--- src/rtl/rcfd_pkg.sv ---
`timescale 1ns / 1ps
// -----------------------------------------------------------------------------
// rcfd_pkg: shared types and constants of the remote-control frame decoder
// Holds the frame type passed from the byte front end to the result back end,
// the field codes of the result stream and the stick decode helper.
// -----------------------------------------------------------------------------
package rcfd_pkg;

	localparam int FRAME_BYTES_DEF = 18;
	localparam int SPARE_BYTES_DEF = 16;

	// Only the first bytes of a frame are ever decoded.
	localparam int STORE_DEPTH = 16;
	localparam int STORE_IDX_W = $clog2(STORE_DEPTH);

	localparam logic [10:0] STICK_MASK   = 11'h7FF;
	localparam int          STICK_CENTER = 1024;
	localparam logic [3:0]  SW_LEFT_MASK  = 4'hC;
	localparam logic [3:0]  SW_RIGHT_MASK = 4'h3;

	// Field codes of the result stream.
	localparam logic [3:0] FID_CH0      = 4'd0;
	localparam logic [3:0] FID_CH1      = 4'd1;
	localparam logic [3:0] FID_CH2      = 4'd2;
	localparam logic [3:0] FID_CH3      = 4'd3;
	localparam logic [3:0] FID_SW_LEFT  = 4'd4;
	localparam logic [3:0] FID_SW_RIGHT = 4'd5;
	localparam logic [3:0] FID_MOUSE_X  = 4'd6;
	localparam logic [3:0] FID_MOUSE_Y  = 4'd7;
	localparam logic [3:0] FID_MOUSE_Z  = 4'd8;
	localparam logic [3:0] FID_TOTAL_X  = 4'd9;
	localparam logic [3:0] FID_TOTAL_Y  = 4'd10;
	localparam logic [3:0] FID_TOTAL_Z  = 4'd11;
	localparam logic [3:0] FID_BTN_LEFT = 4'd12;
	localparam logic [3:0] FID_BTN_RIGHT= 4'd13;
	localparam logic [3:0] FID_KEYS     = 4'd14;
	localparam logic [3:0] FID_HIT      = 4'd15;

	typedef logic [STORE_DEPTH-1:0][7:0] frame_t;

	// Write side of the frame queue.
	typedef struct packed {
		logic   push;
		frame_t frame;
	} rcfd_qwr_t;

	// Read side of the frame queue.
	typedef struct packed {
		logic   valid;
		frame_t frame;
	} rcfd_qrd_t;

	// An 11-bit stick reading minus the center value, sign extended to 32 bits.
	function automatic logic signed [31:0] stick_center(input logic [10:0] raw);
		logic signed [31:0] wide;
		wide = signed'({21'd0, raw & STICK_MASK}) - 32'(STICK_CENTER);
		return wide;
	endfunction

endpackage

--- src/rtl/rcfd_in_if.sv ---
`timescale 1ns / 1ps
// -----------------------------------------------------------------------------
// rcfd_in_if: input channel of the remote-control frame decoder
// Carries one received byte or one line-idle event per transaction.
// -----------------------------------------------------------------------------
interface rcfd_in_if;
	logic       valid;
	logic       ready;
	logic       cmd;
	logic [7:0] rx_byte;

	modport source (output valid, output cmd, output rx_byte, input ready);
	modport sink   (input valid, input cmd, input rx_byte, output ready);
endinterface

--- src/rtl/rcfd_out_if.sv ---
`timescale 1ns / 1ps
// -----------------------------------------------------------------------------
// rcfd_out_if: result channel of the remote-control frame decoder
// Carries one tagged decoded field per transaction.
// -----------------------------------------------------------------------------
interface rcfd_out_if;
	logic               valid;
	logic               ready;
	logic [3:0]         field_id;
	logic signed [31:0] field_value;
	logic               last;

	modport source (output valid, output field_id, output field_value, output last,
		input ready);
	modport sink   (input valid, input field_id, input field_value, input last,
		output ready);
endinterface

--- src/rtl/remote_control_frame_decoder.sv ---
`timescale 1ns / 1ps
// -----------------------------------------------------------------------------
// remote_control_frame_decoder: remote-control link frame decoder
// Collects UART bytes of a remote-control frame and emits its decoded fields.
// -----------------------------------------------------------------------------
// Usage:
// The in_ch channel carries one transaction per received byte (cmd low) or per
// line-idle event (cmd high). Bytes are taken one per cycle while in_ch is
// ready. An idle event ends a frame; if exactly FRAME_BYTES bytes came since
// the previous idle event, the frame is decoded, otherwise it is silently
// discarded. Bytes past FRAME_BYTES + SPARE_BYTES are dropped.
// A decoded frame appears on out_ch as 16 transactions, field_id 0 to 15, one
// per cycle while the receiver is ready; last marks field 15. The first field
// comes from the result register, loaded after the frame has entered the queue.
// A two-frame queue sits between collection and result generation. The back
// end emits sixteen fields per frame, the front end takes FRAME_BYTES bytes
// plus an idle event, so the result side keeps up at full byte rate. If the receiver
// stalls long enough to fill the queue, in_ch.ready drops until a frame slot frees.
// key_mask is written through key_mask_we/key_mask_wdata while idle.
// Reset clears the byte count, mouse totals, previous key code and key_mask.
// -----------------------------------------------------------------------------
module remote_control_frame_decoder
	import rcfd_pkg::*;
#(
	parameter int FRAME_BYTES = FRAME_BYTES_DEF,
	parameter int SPARE_BYTES = SPARE_BYTES_DEF
) (
	input  logic        clk,
	input  logic        arst_n,
	rcfd_in_if.sink     in_ch,
	rcfd_out_if.source  out_ch,
	input  logic        key_mask_we,
	input  logic [15:0] key_mask_wdata
);

	logic [15:0] key_mask_q;
	rcfd_qwr_t   q_wr;
	rcfd_qrd_t   q_rd;
	logic        q_full;
	logic        q_pop;

	// The user must write the key mask register only between frames; the block does not enforce it.
	always_ff @(posedge clk or negedge arst_n) begin
		if (!arst_n) begin
			key_mask_q <= '0;
		end else if (key_mask_we) begin
			key_mask_q <= key_mask_wdata;
		end
	end

	// Front end: counts bytes into the frame store and snapshots good frames.
	rcfd_front #(
		.FRAME_BYTES (FRAME_BYTES),
		.SPARE_BYTES (SPARE_BYTES)
	) u_front (
		.clk    (clk),
		.arst_n (arst_n),
		.in_ch  (in_ch),
		.q_full (q_full),
		.q_wr   (q_wr)
	);

	// Frame queue: lets the byte side run while results drain.
	rcfd_queue u_queue (
		.clk    (clk),
		.arst_n (arst_n),
		.q_wr   (q_wr),
		.pop    (q_pop),
		.q_rd   (q_rd),
		.full   (q_full)
	);

	// Back end: emits the sixteen fields and keeps the running state.
	rcfd_back u_back (
		.clk      (clk),
		.arst_n   (arst_n),
		.q_rd     (q_rd),
		.pop      (q_pop),
		.key_mask (key_mask_q),
		.out_ch   (out_ch)
	);

endmodule

--- src/rtl/rcfd_front.sv ---
`timescale 1ns / 1ps
// -----------------------------------------------------------------------------
// rcfd_front: byte collection front end
// Counts received bytes into the frame store and, on a line-idle event with
// the right byte count, hands a snapshot of the frame to the queue.
// -----------------------------------------------------------------------------
module rcfd_front
	import rcfd_pkg::*;
#(
	parameter int FRAME_BYTES = FRAME_BYTES_DEF,
	parameter int SPARE_BYTES = SPARE_BYTES_DEF
) (
	input  logic       clk,
	input  logic       arst_n,
	rcfd_in_if.sink    in_ch,
	input  logic       q_full,
	output rcfd_qwr_t  q_wr
);

	localparam int TOTAL_BYTES = FRAME_BYTES + SPARE_BYTES;
	localparam int CNT_W       = $clog2(TOTAL_BYTES + 1);

	logic [CNT_W-1:0] count_q;
	frame_t           store_q;
	logic             accept;

	assign in_ch.ready = !q_full;
	assign accept      = in_ch.valid && in_ch.ready;

	always_ff @(posedge clk or negedge arst_n) begin
		if (!arst_n) begin
			count_q <= '0;
		end else if (accept) begin
			if (in_ch.cmd) begin
				count_q <= '0;
			end else if (count_q < CNT_W'(TOTAL_BYTES)) begin
				count_q <= count_q + CNT_W'(1);
			end
		end
	end

	// Bytes past the store depth are counted only.
	always_ff @(posedge clk) begin
		if (accept && !in_ch.cmd && count_q < CNT_W'(STORE_DEPTH)) begin
			store_q[count_q[STORE_IDX_W-1:0]] <= in_ch.rx_byte;
		end
	end

	always_comb begin
		q_wr.push  = accept && in_ch.cmd && (count_q == CNT_W'(FRAME_BYTES));
		q_wr.frame = store_q;
	end

endmodule

--- src/rtl/rcfd_queue.sv ---
`timescale 1ns / 1ps
// -----------------------------------------------------------------------------
// rcfd_queue: two-entry frame queue
// Decouples frame collection from result generation.
// -----------------------------------------------------------------------------
module rcfd_queue
	import rcfd_pkg::*;
(
	input  logic      clk,
	input  logic      arst_n,
	input  rcfd_qwr_t q_wr,
	input  logic      pop,
	output rcfd_qrd_t q_rd,
	output logic      full
);

	frame_t     mem_q [2];
	logic       wptr_q;
	logic       rptr_q;
	logic [1:0] fill_q;
	logic       do_push;
	logic       do_pop;

	assign full    = (fill_q == 2'd2);
	assign do_push = q_wr.push && !full;
	assign do_pop  = pop && (fill_q != 2'd0);

	always_ff @(posedge clk or negedge arst_n) begin
		if (!arst_n) begin
			wptr_q <= 1'b0;
			rptr_q <= 1'b0;
			fill_q <= 2'd0;
		end else begin
			if (do_push) wptr_q <= !wptr_q;
			if (do_pop)  rptr_q <= !rptr_q;
			case ({do_push, do_pop})
				2'b10:   fill_q <= fill_q + 2'd1;
				2'b01:   fill_q <= fill_q - 2'd1;
				default: fill_q <= fill_q;
			endcase
		end
	end

	always_ff @(posedge clk) begin
		if (do_push) mem_q[wptr_q] <= q_wr.frame;
	end

	always_comb begin
		q_rd.valid = (fill_q != 2'd0);
		q_rd.frame = mem_q[rptr_q];
	end

endmodule

--- src/rtl/rcfd_back.sv ---
`timescale 1ns / 1ps
// -----------------------------------------------------------------------------
// rcfd_back: field decode and result sequencer
// Walks the sixteen fields of the frame at the queue head, one per cycle while out_ch
// is ready, keeps the mouse totals and previous key code, and drives the result register.
// -----------------------------------------------------------------------------
module rcfd_back
	import rcfd_pkg::*;
(
	input  logic        clk,
	input  logic        arst_n,
	input  rcfd_qrd_t   q_rd,
	output logic        pop,
	input  logic [15:0] key_mask,
	rcfd_out_if.source  out_ch
);

	logic [3:0]         idx_q;
	logic signed [31:0] totals_q [3];
	logic [15:0]        prev_keys_q;
	logic               valid_q;
	logic [3:0]         id_q;
	logic signed [31:0] value_q;
	logic               last_q;

	frame_t             s;
	logic signed [31:0] delta [3];
	logic signed [31:0] sum [3];
	logic [15:0]        keys;
	logic               hit;
	logic signed [31:0] value;
	logic               load;

	assign s = q_rd.frame;

	always_comb begin
		for (int i = 0; i < 3; i++) begin
			delta[i] = signed'({{16{s[7+2*i][7]}}, s[7+2*i], s[6+2*i]});
			sum[i]   = totals_q[i] + delta[i];
		end
		keys = {s[15], s[14]};
		hit  = ((keys & key_mask) != 16'd0) || ((prev_keys_q & key_mask) != 16'd0);

		case (idx_q)
			FID_CH0:       value = stick_center({s[1][2:0], s[0]});
			FID_CH1:       value = stick_center({s[2][5:0], s[1][7:3]});
			FID_CH2:       value = stick_center({s[4][0], s[3], s[2][7:6]});
			FID_CH3:       value = stick_center({s[5][3:0], s[4][7:1]});
			FID_SW_LEFT:   value = 32'((s[5][7:4] & SW_LEFT_MASK) >> 2);
			FID_SW_RIGHT:  value = 32'(s[5][7:4] & SW_RIGHT_MASK);
			FID_MOUSE_X:   value = delta[0];
			FID_MOUSE_Y:   value = delta[1];
			FID_MOUSE_Z:   value = delta[2];
			FID_TOTAL_X:   value = sum[0];
			FID_TOTAL_Y:   value = sum[1];
			FID_TOTAL_Z:   value = sum[2];
			FID_BTN_LEFT:  value = 32'(s[12]);
			FID_BTN_RIGHT: value = 32'(s[13]);
			FID_KEYS:      value = 32'(keys);
			FID_HIT:       value = 32'(hit);
			default:       value = '0;
		endcase
	end

	// The result register takes a new field whenever it is empty or drained.
	assign load = q_rd.valid && (!valid_q || out_ch.ready);
	assign pop  = load && (idx_q == FID_HIT);

	always_ff @(posedge clk or negedge arst_n) begin
		if (!arst_n) begin
			idx_q       <= FID_CH0;
			valid_q     <= 1'b0;
			prev_keys_q <= '0;
			for (int i = 0; i < 3; i++) totals_q[i] <= '0;
		end else begin
			if (!valid_q || out_ch.ready) valid_q <= q_rd.valid;
			if (load) begin
				idx_q <= idx_q + 4'd1;
				case (idx_q)
					FID_TOTAL_X: totals_q[0] <= sum[0];
					FID_TOTAL_Y: totals_q[1] <= sum[1];
					FID_TOTAL_Z: totals_q[2] <= sum[2];
					FID_HIT:     prev_keys_q <= keys;
					default:     ;
				endcase
			end
		end
	end

	always_ff @(posedge clk) begin
		if (load) begin
			id_q    <= idx_q;
			value_q <= value;
			last_q  <= (idx_q == FID_HIT);
		end
	end

	assign out_ch.valid       = valid_q;
	assign out_ch.field_id    = id_q;
	assign out_ch.field_value = value_q;
	assign out_ch.last        = last_q;

endmodule

--- src/flat_wrapper.sv ---
// flat-port wrapper written by rule: the top's interface ports become plain ports
module remote_control_frame_decoder_flat import rcfd_pkg::*;
#(
	parameter int FRAME_BYTES = FRAME_BYTES_DEF,
	parameter int SPARE_BYTES = SPARE_BYTES_DEF
)
  (clk, arst_n, key_mask_we, key_mask_wdata, in_ch_valid, in_ch_cmd, in_ch_rx_byte, in_ch_ready, out_ch_valid, out_ch_field_id, out_ch_field_value, out_ch_last, out_ch_ready);
  rcfd_in_if in_ch_i ();
  rcfd_out_if out_ch_i ();
  input  logic clk;
  input  logic arst_n;
  input  logic key_mask_we;
  input  logic [15:0] key_mask_wdata;
  input wire logic [$bits(in_ch_i.valid)-1:0] in_ch_valid;
  input wire logic [$bits(in_ch_i.cmd)-1:0] in_ch_cmd;
  input wire logic [$bits(in_ch_i.rx_byte)-1:0] in_ch_rx_byte;
  output wire logic [$bits(in_ch_i.ready)-1:0] in_ch_ready;
  output wire logic [$bits(out_ch_i.valid)-1:0] out_ch_valid;
  output wire logic [$bits(out_ch_i.field_id)-1:0] out_ch_field_id;
  output wire logic [$bits(out_ch_i.field_value)-1:0] out_ch_field_value;
  output wire logic [$bits(out_ch_i.last)-1:0] out_ch_last;
  input wire logic [$bits(out_ch_i.ready)-1:0] out_ch_ready;
  assign in_ch_i.valid = in_ch_valid;
  assign in_ch_i.cmd = in_ch_cmd;
  assign in_ch_i.rx_byte = in_ch_rx_byte;
  assign in_ch_ready = in_ch_i.ready;
  assign out_ch_valid = out_ch_i.valid;
  assign out_ch_field_id = out_ch_i.field_id;
  assign out_ch_field_value = out_ch_i.field_value;
  assign out_ch_last = out_ch_i.last;
  assign out_ch_i.ready = out_ch_ready;
  remote_control_frame_decoder #(.FRAME_BYTES(FRAME_BYTES), .SPARE_BYTES(SPARE_BYTES)) u_core (.clk(clk), .arst_n(arst_n), .in_ch(in_ch_i), .out_ch(out_ch_i), .key_mask_we(key_mask_we), .key_mask_wdata(key_mask_wdata));
endmodule
--- config.mk ---
export PLATFORM = sky130hd
export DESIGN_NAME = remote_control_frame_decoder_flat
export DESIGN_NICKNAME = d
export VERILOG_FILES = /design/src/rtl/rcfd_pkg.sv /design/src/rtl/rcfd_in_if.sv /design/src/rtl/rcfd_out_if.sv /design/src/rtl/remote_control_frame_decoder.sv /design/src/rtl/rcfd_front.sv /design/src/rtl/rcfd_queue.sv /design/src/rtl/rcfd_back.sv /design/src/flat_wrapper.sv
export SDC_FILE = /design/constraint.sdc
export NUM_CORES = 1
export LEC_CHECK = 0
export ABC_AREA = 0
export BUFFER_PORTS_ARGS = -buffer_cell sky130_fd_sc_hd__buf_2
export CORE_MARGIN = 4
export CORE_UTILIZATION = 45
export DETAILED_ROUTE_END_ITERATION = 8
export PLACE_DENSITY = 0.61
export SYNTH_ARGS = -nofsm -noshare
export SYNTH_HDL_FRONTEND = slang
export SYNTH_HIERARCHICAL = 1
export SYNTH_SLANG_ARGS = --single-unit
--- constraint.sdc ---
create_clock -name clk -period 13.85 [get_ports clk]
set_clock_uncertainty 0.1 [all_clocks]
set_input_delay 1.385 -clock clk [delete_from_list [all_inputs] [get_ports clk]]
set_output_delay 1.385 -clock clk [all_outputs]
set_load 0.05 [all_outputs]
==> results.py, run 1 <==
metrics = {
    "routing": {
        "detail-route-antenna-nets": 0,
        "vias": 16700,
        "drc_errors": 0,
        "drtIter0Drc": 1474,
        "totalWireLength_um": 70000,
        "wire_per_inst_um": 24.7,
        "dr.pass1.iters": 6,
        "via_per_inst": 5.86,
    },
    "die": {
        "ios": 69,
        "floorplan.initialDensity": 0.455,
        "rows": 88,
        "core_area_um2": 57900,
        "die_w_um": 250,
        "die_h_um": 250,
        "die-area_um2": 62600,
    },
    "timing": {
        "tns_ns": 0,
        "final.min_clock_period_ns": 5.39,
        "tightest_slew_ns": 1.35,
        "report.final.hold_viol_count": 0,
        "setup_violations": 0,
        "max-slew-margin-rel": 0.0968,
        "post-route-period-util": 0.389,
        "slew_viol_final": 0,
        "hold_ws_ns": 0.340,
        "grt_setup_unrepaired": "false",
        "fmax_mhz": 186,
        "setup_slack_ns": 8.46,
    },
    "clocking": {
        "cts_resized": 0,
        "numCtsBuffers": 58,
        "clock_path_buffers": 3,
        "cts_htree_levels": 2,
        "clk_latency_ns": 0.65,
        "clk_pin_slew_ns": 0.06,
        "hold_buffers": 0,
        "cts_num_sinks": 564,
        "post_cts_buffers": 0,
        "cts_tree": "yes",
        "cts_root_buf": "clkbuf_16",
    },
    "worst_setup_path": {
        "crit_buf_inv": 1,
        "max_stage_delay_ns": 0.71,
        "crit_slowest_cell": "buf_4",
        "crit_type": "flop to flop",
        "required_ns": 14.08,
        "crit_top_cell": "a21oi_1",
        "r2r_start": "u_core/u_queue/rptr_q",
        "crit_fanout": 53,
        "cp.depth": 13,
        "reg2reg_depth": 13,
        "crit_start": "u_core/u_queue/rptr_q",
        "cp-start-kind": "flop",
        "arrival_ns": 5.61,
        "path_delay_family": "compound AO/OA/AOI/OAI gates",
        "cp-end-kind": "flop",
        "crit_chain": "buf_4, mux2_2, ha_1, a211oi_2, o21ai_0, a21oi_1, a31oi_1, a311o_1, a221o_1, a21oi_1, xor2_1, mux2i_1, o2111ai_1",
    },
    "grt": {
        "grt.overflow.total": 0,
        "grtUsageMet3": 0.0275,
        "grt_pass1_vias": 16700,
        "grt_max_degree": 82,
        "antenna_found_initial": 0,
        "met2_usage": 0.362,
        "grt_busiest_layer": "met2",
        "grtUsageTotal": 0.219,
        "grt_pass1_wl_um": 105000,
        "gr-usage-met1": 0.301,
    },
    "job": {
        "maxCapViolCount": 0,
    },
    "synthesis": {
        "synthArstFlopShare": 0.254,
        "yosysUniqueCellTypes": 84,
        "yosys_warnings": 6,
        "syn-num-nets": 2095,
        "synth_flop_cell": "edfxtp_1",
        "syn_area_um2": 26400,
        "avgSynthCellArea_um2": 13.5,
        "synthCells": 1960,
        "synth_seq_area_share": 0.615,
        "synth-seq-cells": 564,
        "synth-edff-count": 421,
    },
    "power_and_ir_drop": {
        "power_density_nw_per_um2": 145,
        "leakagePower_nw": 11.4,
        "irDropWorstVdd_v": 0.000113,
    },
    "place": {
        "io_buffers": 68,
        "place_area_um2": 27400,
        "dp_hpwl_um": 46500,
        "placed_cells": 2730,
        "gp_congestion": 0.912,
        "place_ws_ns": 8.58,
    },
    "hold_path": {
        "hold_path.class": "flop to flop",
        "hold_start": "u_core/u_front/q_wr[106]",
        "worstHoldPathCells": 0,
    },
    "cells_and_area": {
        "instances_no_fill": 2840,
        "num-nets-final": 2160,
        "stdcell_area_um2": 29300,
        "drive_gt1_frac": 0.198,
        "syn2layout_area_growth_pct": 11.1,
    },
    "run_status": {
        "status": "complete, no violations",
    },
}
-- power breakdown --
part / internal (W) / total (W) / switching, W / leakage (nW)
Clock: 0.000887 / 0.00155 / 0.000667 / 0.929
Combinational: 0.000237 / 0.000770 / 0.000532 / 4.69
Sequential: 0.00189 / 0.00193 / 0.0000335 / 5.73
-- path summary, 6_finish.rpt --
| path | end | slack [ns] |
|---|---|---|
| worst max register to register | u_core/u_back/out_ch.field_value[31] | 8.46 |
| max in group asynchronous | u_core/u_queue/rptr_q | 11.39 |
| worst min-delay path | u_core/u_queue/mem_q[0][106] | 0.34 |
| min in group asynchronous | u_core/u_back/totals_q[19] | 0.76 |
| worst max-delay path | u_core/u_back/out_ch.field_value[31] | 8.46 |
| worst min register to register | u_core/u_queue/mem_q[0][106] | 0.34 |
-- per-layer routing --
layer	share of wire	up-vias	wire (um)
li1	-	7629	-
met5	0	-	0
met4	0.035	0	2440
met3	0.052	113	3660
met1	0.43	8386	30300
met2	0.48	525	33600
-- cells by family after synthesis --
| logic type | after synthesis | share of synthesized area |
|---|---|---|
| AO/OA/AOI/OAI | 452 | 0.114 |
| XOR/XNOR | 96 | 0.0319 |
| adder cells (fa/ha/maj) | 105 | 0.0507 |
| buffers and inverters | 120 | 0.0239 |
| flip-flops | 564 | 0.615 |
| multiplexers | 213 | 0.0920 |
| AND/OR/NAND/NOR | 410 | 0.0727 |
-- cell type report --
type	instances	area [um2]
Clock inverter	39	404
Clock buffer	70	1530
Inverter	35	131
Timing Repair Buffer	90	512
Fill cell	5059	28600
Tap cell	765	957
Multi-Input combinational cell	1276	9550
Antenna cell	1	2.50
Sequential cell	564	16200
-- state kept, by name, indices dropped and copies added, names as in the netlist --
name and count:
u_core/u_queue/rptr_q 1, u_core/u_front/count_q 6, u_core/u_back/prev_keys_q 16, u_core/u_queue/fill_q 2
u_core/u_back/out_ch.last 1, u_core/u_back/out_ch.valid 1, u_core/u_queue/mem_q 256, u_core/u_back/idx_q 4
u_core/u_queue/wptr_q 1, u_core/u_back/out_ch.field_id 4, u_core/u_back/totals_q 96, u_core/u_back/out_ch.field_value 32
u_core/u_front/q_wr 128, u_core/key_mask_q 16
-- placed cells by master, fill, tap and decap left out, types with 10 or more instances in the layout --
cell type | netlist | final
edfxtp_1 | 421 | 421
mux2_2 | 196 | 196
nand2_1 | 178 | 178
dfrtp_1 | 143 | 142
o21ai_0 | 109 | 109
a21oi_1 | 106 | 106
ha_1 | 102 | 102
nor2_1 | 74 | 73
buf_2 | 1 | 67
clkbuf_16 | 0 | 58
xnor2_1 | 57 | 57
xor2_1 | 39 | 39
a21o_1 | 39 | 39
inv_1 | 34 | 33
nand3_1 | 27 | 27
nand4_1 | 24 | 24
buf_4 | 1 | 22
a22oi_1 | 21 | 21
nor2b_1 | 17 | 17
o21a_1 | 17 | 17
and3_1 | 17 | 16
a31oi_1 | 16 | 16
and2_1 | 15 | 15
a211oi_1 | 15 | 15
nor3_1 | 14 | 14
a222oi_1 | 14 | 14
nand2b_1 | 14 | 14
clkinv_2 | 0 | 12
a221o_1 | 11 | 11
clkinv_1 | 1 | 10
mux2_4 | 10 | 10
a221oi_1 | 11 | 10
-- per-stage QoR --
stage                     power (W)  utilization
final                       0.00425        0.506
after global routing        0.00441        0.506
after CTS                   0.00428        0.506
after detailed placement    0.00272        0.473
after global placement      0.00272        0.473
after floorplan             0.00240            -
-- cells in the mapped netlist, types with 15 or more instances --
cell        n  area (um2)
inv_1      34         128
nor2_1     74         278
mux2_2    196        2210
nand2_1   178         668
o21a_1     17         128
dfrtp_1   143        3580
and3_1     17         106
o21ai_0   109         546
xor2_1     39         342
ha_1      102        1280
edfxtp_1  421       12600
a21o_1     39         293
a211oi_1   15         113
a21oi_1   106         531
nand4_1    24         150
nand3_1    27         135
clkbuf_1   56         210
a31oi_1    16         100
buf_6      15         169
nor2b_1    17         106
xnor2_1    57         499
and2_1     15        93.8
a22oi_1    21         158
Note: power is estimated with default switching activity, not from simulation.
==> run 2, diff against run 1 <==
Clock period 13.85 ns to 5.14 ns, I/O delays scaled along.
==> run 2 against run 1 <==
Compared with the run above:
- clock power grew to 2.7 times the previous value
- core utilization grew 0.53 points
- global-route usage shrank 0.087 points
- cell count grew 1.2%
- first-iteration DRC count shrank 12%
- non-clock buffer count grew 33
- count of clock-buffer cells in the layout grew 9
- flip-flop and latch count is the same
- sequential share of layout area shrank 0.57 points
- total power grew to 2.7 times the previous value
- design area grew 1.0%
- highest routed layer unchanged
==> results.py, run 2 (same netlist as run 1, synthesis figures left out) <==
metrics = {
    "worst_setup_path": {
        "cp-start-kind": "flop",
        "required_ns": 5.41,
        "crit_fanout": 29,
        "cp-end-kind": "flop",
        "arrival_ns": 4.98,
        "crit_type": "flop to flop",
    },
    "power_and_ir_drop": {
        "irDropWorstVdd_v": 0.000417,
        "leakagePower_nw": 11.5,
        "power_density_nw_per_um2": 387,
        "total_power_w": 0.0115,
    },
    "place": {
        "dp_hpwl_um": 47500,
        "io_buffers": 68,
        "gp_congestion": 0.912,
        "placed_cells": 2749,
        "place_ws_ns": 0.486,
    },
    "clocking": {
        "cts_num_sinks": 564,
        "cts_tree": "yes",
        "numCtsBuffers": 59,
        "clk_pin_slew_ns": 0.06,
        "clock_path_buffers": 3,
        "cts_root_buf": "clkbuf_16",
        "post_cts_buffers": 0,
        "clk_latency_ns": 0.65,
        "cts_htree_levels": 2,
    },
    "routing": {
        "dr.pass1.iters": 8,
        "detail-route-antenna-nets": 0,
        "vias": 16600,
        "drc_errors": 0,
        "wire_per_inst_um": 24.2,
        "totalWireLength_um": 69500,
        "via_per_inst": 5.78,
        "drtIter0Drc": 1301,
    },
    "timing": {
        "setup_slack_ns": 0.428,
        "report.final.hold_viol_count": 0,
        "tightest_slew_ns": 1.24,
        "final.min_clock_period_ns": 4.71,
        "setup_violations": 0,
        "slew_viol_final": 0,
        "fmax_mhz": 212,
        "hold_ws_ns": 0.0360,
        "grt_setup_unrepaired": "false",
        "max-slew-margin-rel": 0.169,
        "tns_ns": 0,
        "post-route-period-util": 0.917,
    },
    "die": {
        "ios": 69,
        "floorplan.initialDensity": 0.455,
        "die-area_um2": 62600,
        "die_h_um": 250,
        "rows": 88,
        "core_area_um2": 57900,
        "die_w_um": 250,
    },
    "cells_and_area": {
        "instances_no_fill": 2875,
        "drive_gt1_frac": 0.201,
        "layout_common_cells": "421 x edfxtp_1, 196 x mux2_2, 178 x nand2_1, 142 x dfrtp_1, 109 x o21ai_0",
        "largest-register": "u_core/u_queue/mem_q",
        "largest_register_ffs": 256,
        "layout_commonest_cell": "edfxtp_1",
        "num-nets-final": 2194,
        "fillers": 5047,
        "syn2layout_area_growth_pct": 12.3,
    },
    "grt": {
        "grtUsageTotal": 0.219,
        "antenna_found_initial": 1,
        "grt_pass1_vias": 16900,
        "grt_max_degree": 88,
        "grt.overflow.total": 0,
        "grt_pass1_wl_um": 105000,
    },
    "hold_path": {
        "hold_path.class": "input pin to flop",
    },
    "run_status": {
        "status": "complete, no violations",
    },
    "job": {
        "maxCapViolCount": 0,
    },
}
==> run 2: cell count changes in the layout (fill, tap and decap cells not counted), sizes merged <==
cell	delta
buf	+19
dlygate4sd3	+14
clkbuf	+9
clkinv	-3
bufinv	-2
clkinvlp	-2
diode	+1
inv	-1
==> run 2: final timing paths <==
path / start / endpoint / slack (ns) / depth (start not counted)
hold reg to reg: u_core/u_front/q_wr[73] / u_core/u_queue/mem_q[1][73] / 0.34 / 0
max in group asynchronous: arst_n / u_core/u_queue/rptr_q / 3.38 / 3
min in group asynchronous: arst_n / u_core/u_back/totals_q[6] / 0.40 / 2
hold / removal: key_mask_wdata[1] / u_core/key_mask_q[1] / 0.04 / 2
setup reg to reg: u_core/u_queue/rptr_q / u_core/u_back/out_ch.field_value[28] / 0.43 / 13
setup / recovery: u_core/u_queue/rptr_q / u_core/u_back/out_ch.field_value[28] / 0.43 / 13
==> run 2: repair_timing <==
action,CTS,global route
resized for setup,0,0
hold endpoints to repair,82,0
hold buffers,14,0
==> run 2: routing by layer <==
metal	global-route usage	wire length (um)
met4	0.0721	2210
met3	0.0244	3320
met2	0.362	33500
met5	0	0
met1	0.304	30400
==> run 2: area by class of cell <==
type	count	area, um2	share of cell area
flip-flops and latches	564	16200	0.548
multi-input cells	1276	9550	0.322
clock buffers	79	1610	0.0544
well taps	765	957	0.0323
repair buffers	123	845	0.0285
clock inverters	31	290	0.00980
inverters	35	131	0.00444
diodes	2	5.00	0.000169
==> run 2: critical path: stages, from the launching register on <==
cell,delay [ns]
dfrtp_4,0.70
mux2_2,0.44
ha_1,0.26
fa_1,0.42
a21o_1,0.18
a21oi_1,0.32
o21a_1,0.20
o21ai_0,0.19
a21oi_1,0.28
o21a_1,0.29
o22ai_1,0.13
a221oi_1,0.36
xnor2_1,0.21
a221o_1,0.37
==> run 2: where the power goes <==
group	internal (W)	switching (W)	leakage, nW
Sequential	0.00510	0.000103	5.73
Combinational	0.000693	0.00140	4.86
Clock	0.00236	0.00179	0.916
==> run 2: per-stage QoR <==
step / util / cell area [um2]
after CTS: 0.511 / 29600
after global placement: 0.476 / 27600
final: 0.511 / 29600
after floorplan: - / 26400
after detailed placement: 0.476 / 27600
after global routing: 0.511 / 29600
